--- config.mk ---
export PLATFORM = sky130hd
export DESIGN_NAME = ray_line_slab_key
export DESIGN_NICKNAME = d
export VERILOG_FILES = /design/src/rtl/rlsk_pkg.sv /design/src/rtl/rlsk_cfg.sv /design/src/rtl/rlsk_split.sv /design/src/rtl/rlsk_key.sv /design/src/rtl/ray_line_slab_key.sv
export SDC_FILE = /design/constraint.sdc
export NUM_CORES = 2
export LEC_CHECK = 0
export ABC_CLOCK_PERIOD_IN_PS = 27000
export BUFFER_PORTS_ARGS = -buffer_cell sky130_fd_sc_hd__buf_4
export CORE_MARGIN = 3
export CORE_UTILIZATION = 45
export CTS_CLUSTER_SIZE = 40
export DETAILED_ROUTE_END_ITERATION = 7
export SLEW_MARGIN = 5
export SYNTH_ARGS = -nofsm -noshare
export SYNTH_HDL_FRONTEND = slang
export SYNTH_HIERARCHICAL = 1
export SYNTH_SLANG_ARGS = --single-unit
--- constraint.sdc ---
create_clock -name clk_i -period 27 [get_ports clk_i]
set_clock_uncertainty 0.05 [all_clocks]
set_input_delay 6.75 -clock clk_i [delete_from_list [all_inputs] [get_ports clk_i]]
set_output_delay 6.75 -clock clk_i [all_outputs]
set_load 0.02 [all_outputs]
--- src/rtl/rlsk_pkg.sv ---
// ----------------------------------------------------------------------------
// Ray line and slab key package
// Shared widths, register indexes, error codes and the direction type.
// ----------------------------------------------------------------------------
`default_nettype none

package rlsk_pkg;

  localparam int unsigned AXIS_BITS_DEF = 10;

  localparam int unsigned ID_W       = 30;
  localparam int unsigned GRID_W     = 11;
  localparam int unsigned SIGN_W     = 2;
  localparam int unsigned CFG_IDX_W  = 3;
  localparam int unsigned CFG_DATA_W = 11;

  localparam int unsigned LINE_W = 23;
  localparam int unsigned SLAB_W = 13;
  localparam int unsigned RANK_W = 12;
  localparam int unsigned BAD_W  = 2;

  // Quotient bits resolved by one divider stage.
  localparam int unsigned DIV_STEPS = 4;

  localparam logic [GRID_W-1:0] GRID_RST   = GRID_W'(1);
  localparam logic [SIGN_W-1:0] SIGN_X_RST = 2'b01;
  localparam logic [SIGN_W-1:0] SIGN_YZ_RST = 2'b00;

  typedef enum logic [CFG_IDX_W-1:0] {
    REG_GRID_X = 3'd0,
    REG_GRID_Y = 3'd1,
    REG_GRID_Z = 3'd2,
    REG_SIGN_X = 3'd3,
    REG_SIGN_Y = 3'd4,
    REG_SIGN_Z = 3'd5
  } cfg_reg_e;

  typedef enum logic [BAD_W-1:0] {
    BAD_NONE   = 2'd0,
    BAD_NO_DIR = 2'd1,
    BAD_RANGE  = 2'd2
  } bad_e;

  typedef struct packed {
    logic [2:0] pos;
    logic [2:0] neg;
  } dir_t;

endpackage

`default_nettype wire

--- src/rtl/rlsk_cfg.sv ---
// ----------------------------------------------------------------------------
// Ray line and slab key configuration registers
// Holds grid sizes and direction signs and presents their effective values.
// ----------------------------------------------------------------------------
`default_nettype none

module rlsk_cfg import rlsk_pkg::*; #(
  parameter int unsigned AXIS_BITS = AXIS_BITS_DEF
) (
  input  logic                        clk_i,
  input  logic                        rst_ni,
  input  logic                        cfg_we_i,
  input  logic [CFG_IDX_W-1:0]        cfg_index_i,
  input  logic [CFG_DATA_W-1:0]       cfg_data_i,
  output logic [2:0][AXIS_BITS:0]     size_o,
  output dir_t                        dir_o
);

  localparam int unsigned SIZE_W = AXIS_BITS + 1;
  localparam int unsigned CMP_W  = (SIZE_W > GRID_W) ? SIZE_W : GRID_W;
  localparam logic [CMP_W-1:0] SIZE_MAX = CMP_W'(1) << AXIS_BITS;

  logic [2:0][GRID_W-1:0] grid_q;
  logic [2:0][SIGN_W-1:0] sign_q;
  logic [CMP_W-1:0]       raw;

  always_ff @(posedge clk_i or negedge rst_ni) begin
    if (!rst_ni) begin
      grid_q <= {GRID_RST, GRID_RST, GRID_RST};
      sign_q <= {SIGN_YZ_RST, SIGN_YZ_RST, SIGN_X_RST};
    end else if (cfg_we_i) begin
      case (cfg_reg_e'(cfg_index_i))
        REG_GRID_X: begin
          grid_q[0] <= cfg_data_i[GRID_W-1:0];
        end
        REG_GRID_Y: begin
          grid_q[1] <= cfg_data_i[GRID_W-1:0];
        end
        REG_GRID_Z: begin
          grid_q[2] <= cfg_data_i[GRID_W-1:0];
        end
        REG_SIGN_X: begin
          sign_q[0] <= cfg_data_i[SIGN_W-1:0];
        end
        REG_SIGN_Y: begin
          sign_q[1] <= cfg_data_i[SIGN_W-1:0];
        end
        REG_SIGN_Z: begin
          sign_q[2] <= cfg_data_i[SIGN_W-1:0];
        end
        default: begin
        end
      endcase
    end
  end

  // A size of zero acts as one and sizes beyond the axis range are clamped.
  always_comb begin
    raw = '0;
    for (int k = 0; k < 3; k++) begin
      raw = CMP_W'(grid_q[k]);
      if (raw == '0) begin
        size_o[k] = SIZE_W'(1);
      end else if (raw > SIZE_MAX) begin
        size_o[k] = SIZE_MAX[SIZE_W-1:0];
      end else begin
        size_o[k] = raw[SIZE_W-1:0];
      end
    end
  end

  always_comb begin
    for (int k = 0; k < 3; k++) begin
      dir_o.pos[k] = (sign_q[k] == 2'b01);
      dir_o.neg[k] = sign_q[k][1];
    end
  end

endmodule

`default_nettype wire

--- src/rtl/rlsk_split.sv ---
// ----------------------------------------------------------------------------
// Ray line and slab key coordinate splitter
// Pipelined restoring division of the cell index by the x size, then of the
// quotient by the y size, a few quotient bits per stage.
// ----------------------------------------------------------------------------
`default_nettype none

module rlsk_split import rlsk_pkg::*; #(
  parameter int unsigned AXIS_BITS = AXIS_BITS_DEF
) (
  input  logic                  clk_i,
  input  logic                  rst_ni,
  input  logic                  valid_i,
  output logic                  stall_o,
  input  logic [ID_W-1:0]       cell_id_i,
  input  logic [AXIS_BITS:0]    size_x_i,
  input  logic [AXIS_BITS:0]    size_y_i,
  output logic                  valid_o,
  input  logic                  stall_i,
  output logic [AXIS_BITS-1:0]  coord_x_o,
  output logic [AXIS_BITS-1:0]  coord_y_o,
  output logic [ID_W-1:0]       quot_o
);

  localparam int unsigned SIZE_W = AXIS_BITS + 1;
  localparam int unsigned SPD    = (ID_W + DIV_STEPS - 1) / DIV_STEPS;
  localparam int unsigned NST    = 2 * SPD;

  logic                 v_q    [NST];
  logic                 en     [NST];
  logic [ID_W-1:0]      work_q [NST];
  logic [AXIS_BITS-1:0] rem_q  [NST];
  logic [AXIS_BITS-1:0] x_q    [NST];

  function automatic logic [ID_W+AXIS_BITS-1:0] div_steps(
    input logic [ID_W-1:0]      work,
    input logic [AXIS_BITS-1:0] rem,
    input logic [SIZE_W-1:0]    dvs,
    input int unsigned          nsteps
  );
    logic [ID_W-1:0]      w;
    logic [AXIS_BITS-1:0] r;
    logic [SIZE_W-1:0]    trial;
    logic                 fit;
    w = work;
    r = rem;
    for (int unsigned i = 0; i < DIV_STEPS; i++) begin
      if (i < nsteps) begin
        trial = {r, w[ID_W-1]};
        fit   = (trial >= dvs);
        w     = {w[ID_W-2:0], fit};
        if (fit) begin
          trial = trial - dvs;
        end
        r = trial[AXIS_BITS-1:0];
      end
    end
    return {w, r};
  endfunction

  for (genvar k = 0; k < NST; k++) begin : g_stage
    localparam int unsigned STEP_BASE = (k % SPD) * DIV_STEPS;
    localparam int unsigned NSTEP =
      ((ID_W - STEP_BASE) < DIV_STEPS) ? (ID_W - STEP_BASE) : DIV_STEPS;

    logic                 v_in;
    logic                 en_next;
    logic [ID_W-1:0]      work_in;
    logic [AXIS_BITS-1:0] rem_in;
    logic [AXIS_BITS-1:0] x_in;
    logic [SIZE_W-1:0]    dvs;
    logic [ID_W-1:0]      work_d;
    logic [AXIS_BITS-1:0] rem_d;

    if (k == 0) begin : g_head
      assign v_in    = valid_i;
      assign work_in = cell_id_i;
      assign rem_in  = '0;
      assign x_in    = '0;
    end else if (k == SPD) begin : g_mid
      // The first remainder is the x coordinate; the quotient is divided again.
      assign v_in    = v_q[k-1];
      assign work_in = work_q[k-1];
      assign rem_in  = '0;
      assign x_in    = rem_q[k-1];
    end else begin : g_body
      assign v_in    = v_q[k-1];
      assign work_in = work_q[k-1];
      assign rem_in  = rem_q[k-1];
      assign x_in    = x_q[k-1];
    end

    if (k == NST - 1) begin : g_last
      assign en_next = !stall_i;
    end else begin : g_inner
      assign en_next = en[k+1];
    end

    assign dvs   = (k < SPD) ? size_x_i : size_y_i;
    assign en[k] = !v_q[k] || en_next;
    assign {work_d, rem_d} = div_steps(work_in, rem_in, dvs, NSTEP);

    always_ff @(posedge clk_i or negedge rst_ni) begin
      if (!rst_ni) begin
        v_q[k] <= 1'b0;
      end else if (en[k]) begin
        v_q[k] <= v_in;
      end
    end

    always_ff @(posedge clk_i) begin
      if (en[k] && v_in) begin
        work_q[k] <= work_d;
        rem_q[k]  <= rem_d;
        x_q[k]    <= x_in;
      end
    end
  end

  assign stall_o   = !en[0];
  assign valid_o   = v_q[NST-1];
  assign coord_x_o = x_q[NST-1];
  assign coord_y_o = rem_q[NST-1];
  assign quot_o    = work_q[NST-1];

endmodule

`default_nettype wire

--- src/rtl/rlsk_key.sv ---
// ----------------------------------------------------------------------------
// Ray line and slab key generator
// Four stages: per-axis terms and range check, key operands, product, and the
// output register with the final line key sum.
// ----------------------------------------------------------------------------
`default_nettype none

module rlsk_key import rlsk_pkg::*; #(
  parameter int unsigned AXIS_BITS = AXIS_BITS_DEF
) (
  input  logic                     clk_i,
  input  logic                     rst_ni,
  input  logic                     valid_i,
  output logic                     stall_o,
  input  logic [AXIS_BITS-1:0]     coord_x_i,
  input  logic [AXIS_BITS-1:0]     coord_y_i,
  input  logic [ID_W-1:0]          quot_i,
  input  logic [2:0][AXIS_BITS:0]  size_i,
  input  dir_t                     dir_i,
  output logic                     valid_o,
  input  logic                     stall_i,
  output logic [LINE_W-1:0]        line_key_o,
  output logic signed [SLAB_W-1:0] slab_index_o,
  output logic [RANK_W-1:0]        travel_rank_o,
  output logic [BAD_W-1:0]         bad_request_o
);

  localparam int unsigned SIZE_W = AXIS_BITS + 1;
  localparam int unsigned SW     = AXIS_BITS + 3;
  localparam int unsigned MA_W   = AXIS_BITS + 2;
  localparam int unsigned PW     = 2 * SW;

  // Stage 1.
  logic                               v1_q;
  logic [2:0][AXIS_BITS-1:0]          c1_q;
  logic signed [AXIS_BITS:0]          sc1_q [3];
  logic [2:0][AXIS_BITS-1:0]          rk1_q;
  bad_e                               bad1_q;
  logic [2:0][AXIS_BITS-1:0]          c_in;
  logic signed [AXIS_BITS:0]          sc_d  [3];
  logic [2:0][AXIS_BITS-1:0]          rk_d;
  logic [2:0][SIZE_W-1:0]             rk_diff;
  bad_e                               bad_d;

  // Stage 2.
  logic                               v2_q;
  logic signed [SW-1:0]               base2_q, mulb2_q, slab2_q;
  logic [MA_W-1:0]                    mula2_q;
  logic [MA_W-1:0]                    rank2_q;
  bad_e                               bad2_q;
  logic signed [SW-1:0]               base_d, mulb_d, slab_d;
  logic [MA_W-1:0]                    mula_d, rank_d;

  // Stage 3.
  logic                               v3_q;
  logic signed [PW-1:0]               prod3_q;
  logic signed [SW-1:0]               base3_q, slab3_q;
  logic [MA_W-1:0]                    rank3_q;
  bad_e                               bad3_q;

  // Stage 4, the output register.
  logic                               v4_q;
  logic [LINE_W-1:0]                  line4_q;
  logic signed [SLAB_W-1:0]           slab4_q;
  logic [RANK_W-1:0]                  rank4_q;
  bad_e                               bad4_q;
  logic signed [PW:0]                 line_sum;

  logic en1, en2, en3, en4;

  function automatic logic signed [SW-1:0] zc(input logic [AXIS_BITS-1:0] c);
    return $signed({3'b000, c});
  endfunction

  function automatic logic signed [SW-1:0] se(input logic signed [AXIS_BITS:0] s);
    return $signed({{2{s[AXIS_BITS]}}, s});
  endfunction

  function automatic logic signed [SW-1:0] offs(
    input logic signed [AXIS_BITS:0] s_hi,
    input logic signed [AXIS_BITS:0] s_lo,
    input logic [SIZE_W-1:0]         n_lo
  );
    return se(s_hi) - se(s_lo) + $signed({2'b00, n_lo});
  endfunction

  function automatic logic [MA_W-1:0] nsum(
    input logic [SIZE_W-1:0] n_a,
    input logic [SIZE_W-1:0] n_b
  );
    return {1'b0, n_a} + {1'b0, n_b};
  endfunction

  assign en4     = !v4_q || !stall_i;
  assign en3     = !v3_q || en4;
  assign en2     = !v2_q || en3;
  assign en1     = !v1_q || en2;
  assign stall_o = !en1;

  always_comb begin
    c_in[0] = coord_x_i;
    c_in[1] = coord_y_i;
    c_in[2] = quot_i[AXIS_BITS-1:0];
    for (int k = 0; k < 3; k++) begin
      if (dir_i.pos[k]) begin
        sc_d[k] = $signed({1'b0, c_in[k]});
      end else if (dir_i.neg[k]) begin
        sc_d[k] = -$signed({1'b0, c_in[k]});
      end else begin
        sc_d[k] = '0;
      end
      rk_diff[k] = size_i[k] - SIZE_W'(1) - {1'b0, c_in[k]};
      rk_d[k]    = dir_i.neg[k] ? rk_diff[k][AXIS_BITS-1:0] : c_in[k];
    end
    // The cell lies outside the grid when its z quotient reaches the z size.
    if (quot_i >= ID_W'(size_i[2])) begin
      bad_d = BAD_RANGE;
    end else if ((dir_i.pos | dir_i.neg) == 3'b000) begin
      bad_d = BAD_NO_DIR;
    end else begin
      bad_d = BAD_NONE;
    end
  end

  // The case selects on the mask of axes with a nonzero sign.
  always_comb begin
    base_d = '0;
    mula_d = '0;
    mulb_d = '0;
    case (dir_i.pos | dir_i.neg)
      3'b001: begin
        base_d = zc(c1_q[1]);
        mula_d = MA_W'(size_i[1]);
        mulb_d = zc(c1_q[2]);
      end
      3'b010: begin
        base_d = zc(c1_q[2]);
        mula_d = MA_W'(size_i[2]);
        mulb_d = zc(c1_q[0]);
      end
      3'b100: begin
        base_d = zc(c1_q[0]);
        mula_d = MA_W'(size_i[0]);
        mulb_d = zc(c1_q[1]);
      end
      3'b011: begin
        base_d = offs(sc1_q[1], sc1_q[0], size_i[0]);
        mula_d = nsum(size_i[0], size_i[1]);
        mulb_d = zc(c1_q[2]);
      end
      3'b101: begin
        base_d = offs(sc1_q[2], sc1_q[0], size_i[0]);
        mula_d = nsum(size_i[0], size_i[2]);
        mulb_d = zc(c1_q[1]);
      end
      3'b110: begin
        base_d = offs(sc1_q[2], sc1_q[1], size_i[1]);
        mula_d = nsum(size_i[1], size_i[2]);
        mulb_d = zc(c1_q[0]);
      end
      3'b111: begin
        base_d = offs(sc1_q[1], sc1_q[0], size_i[0]);
        mula_d = nsum(size_i[0], size_i[1]);
        mulb_d = offs(sc1_q[2], sc1_q[1], size_i[1]);
      end
      default: begin
        base_d = '0;
        mula_d = '0;
        mulb_d = '0;
      end
    endcase
    slab_d = se(sc1_q[0]) + se(sc1_q[1]) + se(sc1_q[2]);
    rank_d = {2'b00, rk1_q[0]} + {2'b00, rk1_q[1]} + {2'b00, rk1_q[2]};
  end

  assign line_sum = (PW + 1)'(base3_q) + (PW + 1)'(prod3_q);

  always_ff @(posedge clk_i or negedge rst_ni) begin
    if (!rst_ni) begin
      v1_q <= 1'b0;
      v2_q <= 1'b0;
      v3_q <= 1'b0;
      v4_q <= 1'b0;
    end else begin
      if (en1) begin
        v1_q <= valid_i;
      end
      if (en2) begin
        v2_q <= v1_q;
      end
      if (en3) begin
        v3_q <= v2_q;
      end
      if (en4) begin
        v4_q <= v3_q;
      end
    end
  end

  always_ff @(posedge clk_i) begin
    if (en1 && valid_i) begin
      c1_q   <= c_in;
      sc1_q  <= sc_d;
      rk1_q  <= rk_d;
      bad1_q <= bad_d;
    end
    if (en2 && v1_q) begin
      base2_q <= base_d;
      mula2_q <= mula_d;
      mulb2_q <= mulb_d;
      slab2_q <= slab_d;
      rank2_q <= rank_d;
      bad2_q  <= bad1_q;
    end
    if (en3 && v2_q) begin
      prod3_q <= $signed({1'b0, mula2_q}) * mulb2_q;
      base3_q <= base2_q;
      slab3_q <= slab2_q;
      rank3_q <= rank2_q;
      bad3_q  <= bad2_q;
    end
    if (en4 && v3_q) begin
      bad4_q <= bad3_q;
      if (bad3_q == BAD_NONE) begin
        line4_q <= LINE_W'(line_sum);
        slab4_q <= SLAB_W'(slab3_q);
        rank4_q <= RANK_W'(rank3_q);
      end else begin
        line4_q <= '0;
        slab4_q <= '0;
        rank4_q <= '0;
      end
    end
  end

  assign valid_o       = v4_q;
  assign line_key_o    = line4_q;
  assign slab_index_o  = slab4_q;
  assign travel_rank_o = rank4_q;
  assign bad_request_o = bad4_q;

endmodule

`default_nettype wire

--- src/rtl/ray_line_slab_key.sv ---
// ----------------------------------------------------------------------------
// Ray line and slab key, top level
// A request carries one linear cell index (x fastest, then y, then z). The
// block splits it into coordinates with the configured grid sizes and returns
// one result per request: the line key of the ray through the cell, the slab
// index along the sweep direction, the travel rank along the ray, and an error
// code for an all-zero direction or a cell index outside the grid.
// Both channels use valid and stall; a request moves at an edge where valid
// is high and stall is low. Configuration is written through cfg_we_i,
// cfg_index_i and cfg_data_i; the user must write it only while no request
// is in flight, which the block does not enforce. There are 16 divider stages
// (two 30-bit divisions, up to four quotient bits per stage) and four key
// stages ending in the output register. A new request is taken every cycle
// unless the receiver stalls; then the stages fill up behind the held result
// and the input stalls only once no stage is free. Reset empties the pipeline
// and restores the grid to one cell with the direction along positive x.
// ----------------------------------------------------------------------------
`default_nettype none

module ray_line_slab_key import rlsk_pkg::*; #(
  parameter int unsigned AXIS_BITS = AXIS_BITS_DEF
) (
  input  logic                     clk_i,
  input  logic                     rst_ni,
  input  logic                     cfg_we_i,
  input  logic [CFG_IDX_W-1:0]     cfg_index_i,
  input  logic [CFG_DATA_W-1:0]    cfg_data_i,
  input  logic                     in_valid_i,
  output logic                     in_stall_o,
  input  logic [ID_W-1:0]          cell_id_i,
  output logic                     out_valid_o,
  input  logic                     out_stall_i,
  output logic [LINE_W-1:0]        line_key_o,
  output logic signed [SLAB_W-1:0] slab_index_o,
  output logic [RANK_W-1:0]        travel_rank_o,
  output logic [BAD_W-1:0]         bad_request_o
);

  logic [2:0][AXIS_BITS:0]  size;
  dir_t                     dir;
  logic                     split_valid;
  logic                     key_stall;
  logic [AXIS_BITS-1:0]     coord_x;
  logic [AXIS_BITS-1:0]     coord_y;
  logic [ID_W-1:0]          quot;

  rlsk_cfg #(
    .AXIS_BITS (AXIS_BITS)
  ) u_cfg (
    .clk_i       (clk_i),
    .rst_ni      (rst_ni),
    .cfg_we_i    (cfg_we_i),
    .cfg_index_i (cfg_index_i),
    .cfg_data_i  (cfg_data_i),
    .size_o      (size),
    .dir_o       (dir)
  );

  rlsk_split #(
    .AXIS_BITS (AXIS_BITS)
  ) u_split (
    .clk_i     (clk_i),
    .rst_ni    (rst_ni),
    .valid_i   (in_valid_i),
    .stall_o   (in_stall_o),
    .cell_id_i (cell_id_i),
    .size_x_i  (size[0]),
    .size_y_i  (size[1]),
    .valid_o   (split_valid),
    .stall_i   (key_stall),
    .coord_x_o (coord_x),
    .coord_y_o (coord_y),
    .quot_o    (quot)
  );

  rlsk_key #(
    .AXIS_BITS (AXIS_BITS)
  ) u_key (
    .clk_i         (clk_i),
    .rst_ni        (rst_ni),
    .valid_i       (split_valid),
    .stall_o       (key_stall),
    .coord_x_i     (coord_x),
    .coord_y_i     (coord_y),
    .quot_i        (quot),
    .size_i        (size),
    .dir_i         (dir),
    .valid_o       (out_valid_o),
    .stall_i       (out_stall_i),
    .line_key_o    (line_key_o),
    .slab_index_o  (slab_index_o),
    .travel_rank_o (travel_rank_o),
    .bad_request_o (bad_request_o)
  );

endmodule

`default_nettype wire
## Word level (Yosys, flattened, before mapping)

Memory sizes are Yosys's and may differ from the RTL's.
Index checks and enable logic that the tools add are counted.

- Multiply operators: 1
- Magnitude comparators: 64
- Add/subtract/negate cells: 83
- Multiplexer cells: 111
- Eq/ne operators: 15
- Bitwise gates (word level): 4
- Reduce and logical (&&, ||, !) cells: 81

Operators with widths:

| cell | number |
|---|---|
| 2-to-1 mux 10 bit | 69 |
| greater-or-equal comparator 11 bit | 58 |
| subtractor 10 bit | 61 |
| one-hot mux 13 bit (6 select lines) | 1 |
| one-hot mux 12 bit (6 select lines) | 1 |
| 2-to-1 mux 11 bit | 6 |
| one-hot mux 13 bit (4 select lines) | 1 |
| adder 11 x 11 -> 12 bit | 4 |
| adder 12 x 12 -> 13 bit | 3 |
| subtractor 11 x 11 -> 12 bit | 3 |
| > comparator 11 bit (second input constant) | 3 |
| zero test 11 bit | 3 |
| 2-to-1 mux 1 bit | 33 |
| negator 10 -> 11 bit | 3 |
| greater-or-equal comparator 30 x 11 -> 1 bit | 1 |
| subtractor 10 x 1 -> 10 bit (second input constant) | 3 |
| adder 13 x 23 -> 23 bit | 1 |
| multiplier 13 x 13 -> 23 bit | 1 |
| greater-or-equal comparator 1 x 11 -> 1 bit | 2 |
| zero test 1 bit | 22 |
| logical AND 1 bit | 20 |
| logical OR 1 bit | 20 |
| subtractor 1 x 10 -> 10 bit | 2 |
| == test 3 bit (second input constant) | 6 |
| other kinds (12) | 32 |

- Output and inout port bits: 52
- Register bits after elaboration: 332
- Word-level logic and storage cells: 416
- Input port bits: 49
- Memories: 3
- RAM bits: 800

Memories:

| memory | words | width | rd ports | clocked after Yosys merged registers in | wr ports | RTL line | source |
|---|---|---|---|---|---|---|---|
| u_split.work_q | 16 | 30 | 16 | 0 | 16 | rlsk_split.sv:31 | `logic [ID_W-1:0] work_q [NST];` |
| u_split.rem_q | 16 | 10 | 16 | 0 | 16 | rlsk_split.sv:32 | `logic [AXIS_BITS-1:0] rem_q [NST];` |
| u_split.x_q | 16 | 10 | 15 | 0 | 16 | rlsk_split.sv:33 | `logic [AXIS_BITS-1:0] x_q [NST];` |

## Logic depth before layout (Yosys ltp)

- Word-level depth: 24
- Depth in mapped cells: 45
- Gate-level depth less buffers: 39

## By module

The synthesis kept the hierarchy.

By module, submodules not included:

| module | area each (µm²) | sequential area each (µm²) | times used | cells each |
|---|---|---|---|---|
| rlsk_split | 55424.4 | 22021.1 | 1 | 5278 |
| rlsk_key | 23219.8 | 8298.0 | 1 | 2246 |
| rlsk_cfg | 1843.0 | 980.9 | 1 | 141 |

## Worst setup path before layout

No wires, ideal clock.

- Kind: input to output
- From: input port out_stall_i
- To: output port in_stall_o
- Path buffers: 0
- Cell stages on the path: 10
- Slack: 11.835 ns
- Data required time: 20.200 ns
- Data arrival time: 8.365 ns
- Cells stage by stage: and3_1 -> nand3_1 -> inv_1 -> nand4_1 -> inv_1 -> and3_1 -> nand2_1 -> nor4_1 -> nand4_1 -> inv_1

- Longest elaborated chain between the ends: 22

RTL lines:

| element | RTL line | source |
|---|---|---|
| start, declared | ray_line_slab_key.sv:32 | `input logic out_stall_i,` |
| zero test 1 bit | rlsk_key.sv:94 | `assign en4 = !v4_q \|\| !stall_i;` |
| logical OR 1 bit | rlsk_key.sv:94 |  |
| logical OR 1 bit | rlsk_key.sv:95 | `assign en3 = !v3_q \|\| en4;` |
| logical OR 1 bit | rlsk_key.sv:96 | `assign en2 = !v2_q \|\| en3;` |
| logical OR 1 bit | rlsk_key.sv:97 | `assign en1 = !v1_q \|\| en2;` |
| logical OR 1 bit (16 in a row) | rlsk_split.sv:100 | `assign en[k] = !v_q[k] \|\| en_next;` |
| zero test 1 bit | rlsk_split.sv:120 | `assign stall_o = !en[0];` |
| end, declared | ray_line_slab_key.sv:29 | `output logic in_stall_o,` |

No other way between the ends.

## Worst setup path after layout

Same ends and word-level chain as after synthesis.

==> flow_summary.json <==
{
  "wl_per_cell_um": 20.40,
  "min_period_over_period_pct": 60.75,
  "gp_congestion": 0.9080,
  "drt_iter0_markers": 4315,
  "hold_path_depth": 0,
  "whs_ns": 0.3350,
  "path_max_fanout": 5,
  "synthToLayoutAreaGrowth_pct": 10.08,
  "nets": 9001,
  "io_buffers": 100,
  "drc": 0,
  "end_kind": "output pin",
  "die_area_um2": 184000,
  "relSlewSlack_pct": 19.37,
  "ctsResizeCount": 0,
  "rsz0062_at_grt": "false",
  "setup_tns_ns": 0,
  "startpoint_type": "input port",
  "dpl_worst_slack_ns": 10.53,
  "gr-total-overflow": 0,
  "clk_root_buffer_cell": "clkbuf_16",
  "synth_cells": 7665,
  "htree_levels": 3,
  "ant_nets": 0,
  "die_x_um": 428.9,
  "postCtsSetupRepairBufs": 0,
  "finalWorstSetupSlack_ns": 10.60,
  "wirelength_um": 210100,
  "fillers": 16000,
  "ctsLongestPathBuffers": 3,
  "dp_cells": 10070,
  "syn_avg_cell_area_um2": 10.50,
  "period_needed_ns": 16.40,
  "start_util_pct": 45.50,
  "die_h_um": 428.9,
  "final_common_cell": "edfxtp_1",
  "hold_class": "reg2reg",
  "finalMaxSlewViolations": 0,
  "syn_area_um2": 80490,
  "setup-violations-final": 0,
  "cts_tree": "yes",
  "ff2ff_setup_slack_ns": 14.91,
  "cp.arrival_ns": 9.60,
  "vias_per_cell": 5.728,
  "finalHoldViolCount": 0,
  "design.core.area_um2": 176900,
  "ctsHoldBuffers": 0,
  "yosys_warnings": 6,
  "drive_above_1_share_pct": 10.03,
  "vias": 58990,
  "status": "finished, final reports clean",
  "synth_cell_type_count": 98,
  "max_freq_mhz": 60.97,
  "synth_ff_type": "edfxtp_1",
  "place_hpwl_um": 157500,
  "synth-seq-cells": 1052,
  "synth_edf_count": 993,
  "crit_type": "in2out",
  "reg2reg_depth": 39,
  "cts_buffers": 119,
  "crit_required_ns": 20.20,
  "antenna_found_initial": 1,
  "grt_first_pass_wirelength_um": 330300,
  "synthArstFlopShare_pct": 5.608,
  "layout_common_cells": "edfxtp_1, ha_1, inv_1",
  "fin_cells": 10300,
  "ys_seq_area_share_pct": 38.89,
  "io_pins": 101,
  "maxCapViolCount": 0,
  "path_clk_slew_ns": 0.06,
  "first_pass_iters": 6,
  "grt_usage_pct": 22.54,
  "num_rows": 154,
  "synth_nets": 8813,
  "insertion_delay_ns": 0.78,
  "tightest_slew_ns": 1.209,
  "clkSinkCount": 1052,
  "grt_max_degree": 76,
  "grt_pass1_vias": 58860
}
==> logic make-up after synthesis <==
family | count (synthesis) | share of synthesized area [%]
adders and majority gates | 1099 | 19.26
buffers and inverters | 797 | 3.795
DFF | 1052 | 38.89
AOI/OAI and AO/OA | 1879 | 15.30
and+or+nand+nor | 1954 | 12.11
muxes | 380 | 5.164
xor gates and xnor gates | 504 | 5.484
==> Yosys cell counts (all sizes together) (105+ instances only) <==
| cell type | n | area, µm² |
|---|---|---|
| edfxtp | 993 | 29820 |
| ha | 866 | 10840 |
| inv | 656 | 2462 |
| a21oi | 471 | 2369 |
| nand2 | 466 | 1749 |
| nor2 | 464 | 1757 |
| o21ai | 424 | 2133 |
| xnor2 | 353 | 3092 |
| mux2 | 279 | 3146 |
| fa | 233 | 4664 |
| a21o | 222 | 1669 |
| nor2b | 177 | 1107 |
| and2 | 161 | 1007 |
| xor2 | 151 | 1323 |
| nor3 | 144 | 720.7 |
| nand4 | 116 | 725.7 |
| nand3 | 108 | 540.5 |
| o21a | 105 | 788.3 |
==> state kept, by name (all words and copies together), names as in the netlist, 3 cells and up <==
name                  flops
u_cfg/dir_o               3
u_cfg/grid_q             22
u_cfg/raw                11
u_cfg/sign_q              3
u_key/base2_q            13
u_key/base3_q            13
u_key/c1_q               30
u_key/line_key_o         23
u_key/mula2_q            12
u_key/mulb2_q            13
u_key/prod3_q            23
u_key/rank2_q            12
u_key/rank3_q            12
u_key/rk1_q              30
u_key/sc1_q              33
u_key/slab2_q            13
u_key/slab3_q            13
u_key/slab_index_o       13
u_key/travel_rank_o      12
u_split/g_stage.v_in     15
u_split/rem_q           160
u_split/work_q          480
u_split/x_q              80
==> per-layer routing <==
metal	wire length (µm)	track usage [%]	part of all wire, %	vias to the layer above
li1	-	-	-	28570
met1	92000	29.39	44	28580
met2	101600	39.02	48	1470
met3	9679	2.519	4.6	362
met4	6842	7.432	3.3	0
met5	0	0	0	-
==> worst paths after layout <==
path | from | to
max in group asynchronous | rst_ni | u_cfg/dir_o[1]$_DFFE_PN0P_
min in group asynchronous | rst_ni | u_split/g_stage[1].v_in$_DFFE_PN0N_
setup reg to reg | u_cfg/grid_q[10]$_DFFE_PN0P_ | u_split/rem_q[0][33]$_DFFE_PP_
hold reg to reg | u_split/work_q[1][65]$_DFFE_PP_ | u_split/work_q[1][99]$_DFFE_PP_
hold / removal | u_split/work_q[1][65]$_DFFE_PP_ | u_split/work_q[1][99]$_DFFE_PP_
setup / recovery | out_stall_i | in_stall_o
==> area by class of cell <==
class	instances	area, µm²	area share (%)
clock inverter	71	837.1	0.9447
sequential	1052	31300	35.33
inverter	662	2485	2.805
tap	2340	2928	3.304
multi-input combinational	5816	46270	52.23
timing repair buffer	202	1541	1.740
clock buffer	153	3231	3.646
antenna	2	5.005	0.005649
==> critical path, cell delays in order <==
cell and delay (ns):
buf_4 0.11, and3_1 0.25, nand3_1 0.25, inv_1 0.23, nand4_1 0.18, inv_1 0.10
and3_1 0.29, nand2_1 0.15, nor4_1 0.74, nand4_1 0.31, inv_1 0.11, buf_4 0.14
==> per-stage QoR <==
| stage | instance area, µm² | utilization [%] |
|---|---|---|
| floorplan | 80490 | - |
| global placement | 84530 | 47.79 |
| detailed placement | 84530 | 47.79 |
| CTS | 88600 | 50.09 |
| global route | 88600 | 50.09 |
| finish | 88600 | 50.09 |
Power is not shown: default switching activity piles up to over one toggle a cycle in this logic, so the estimate is an artifact.
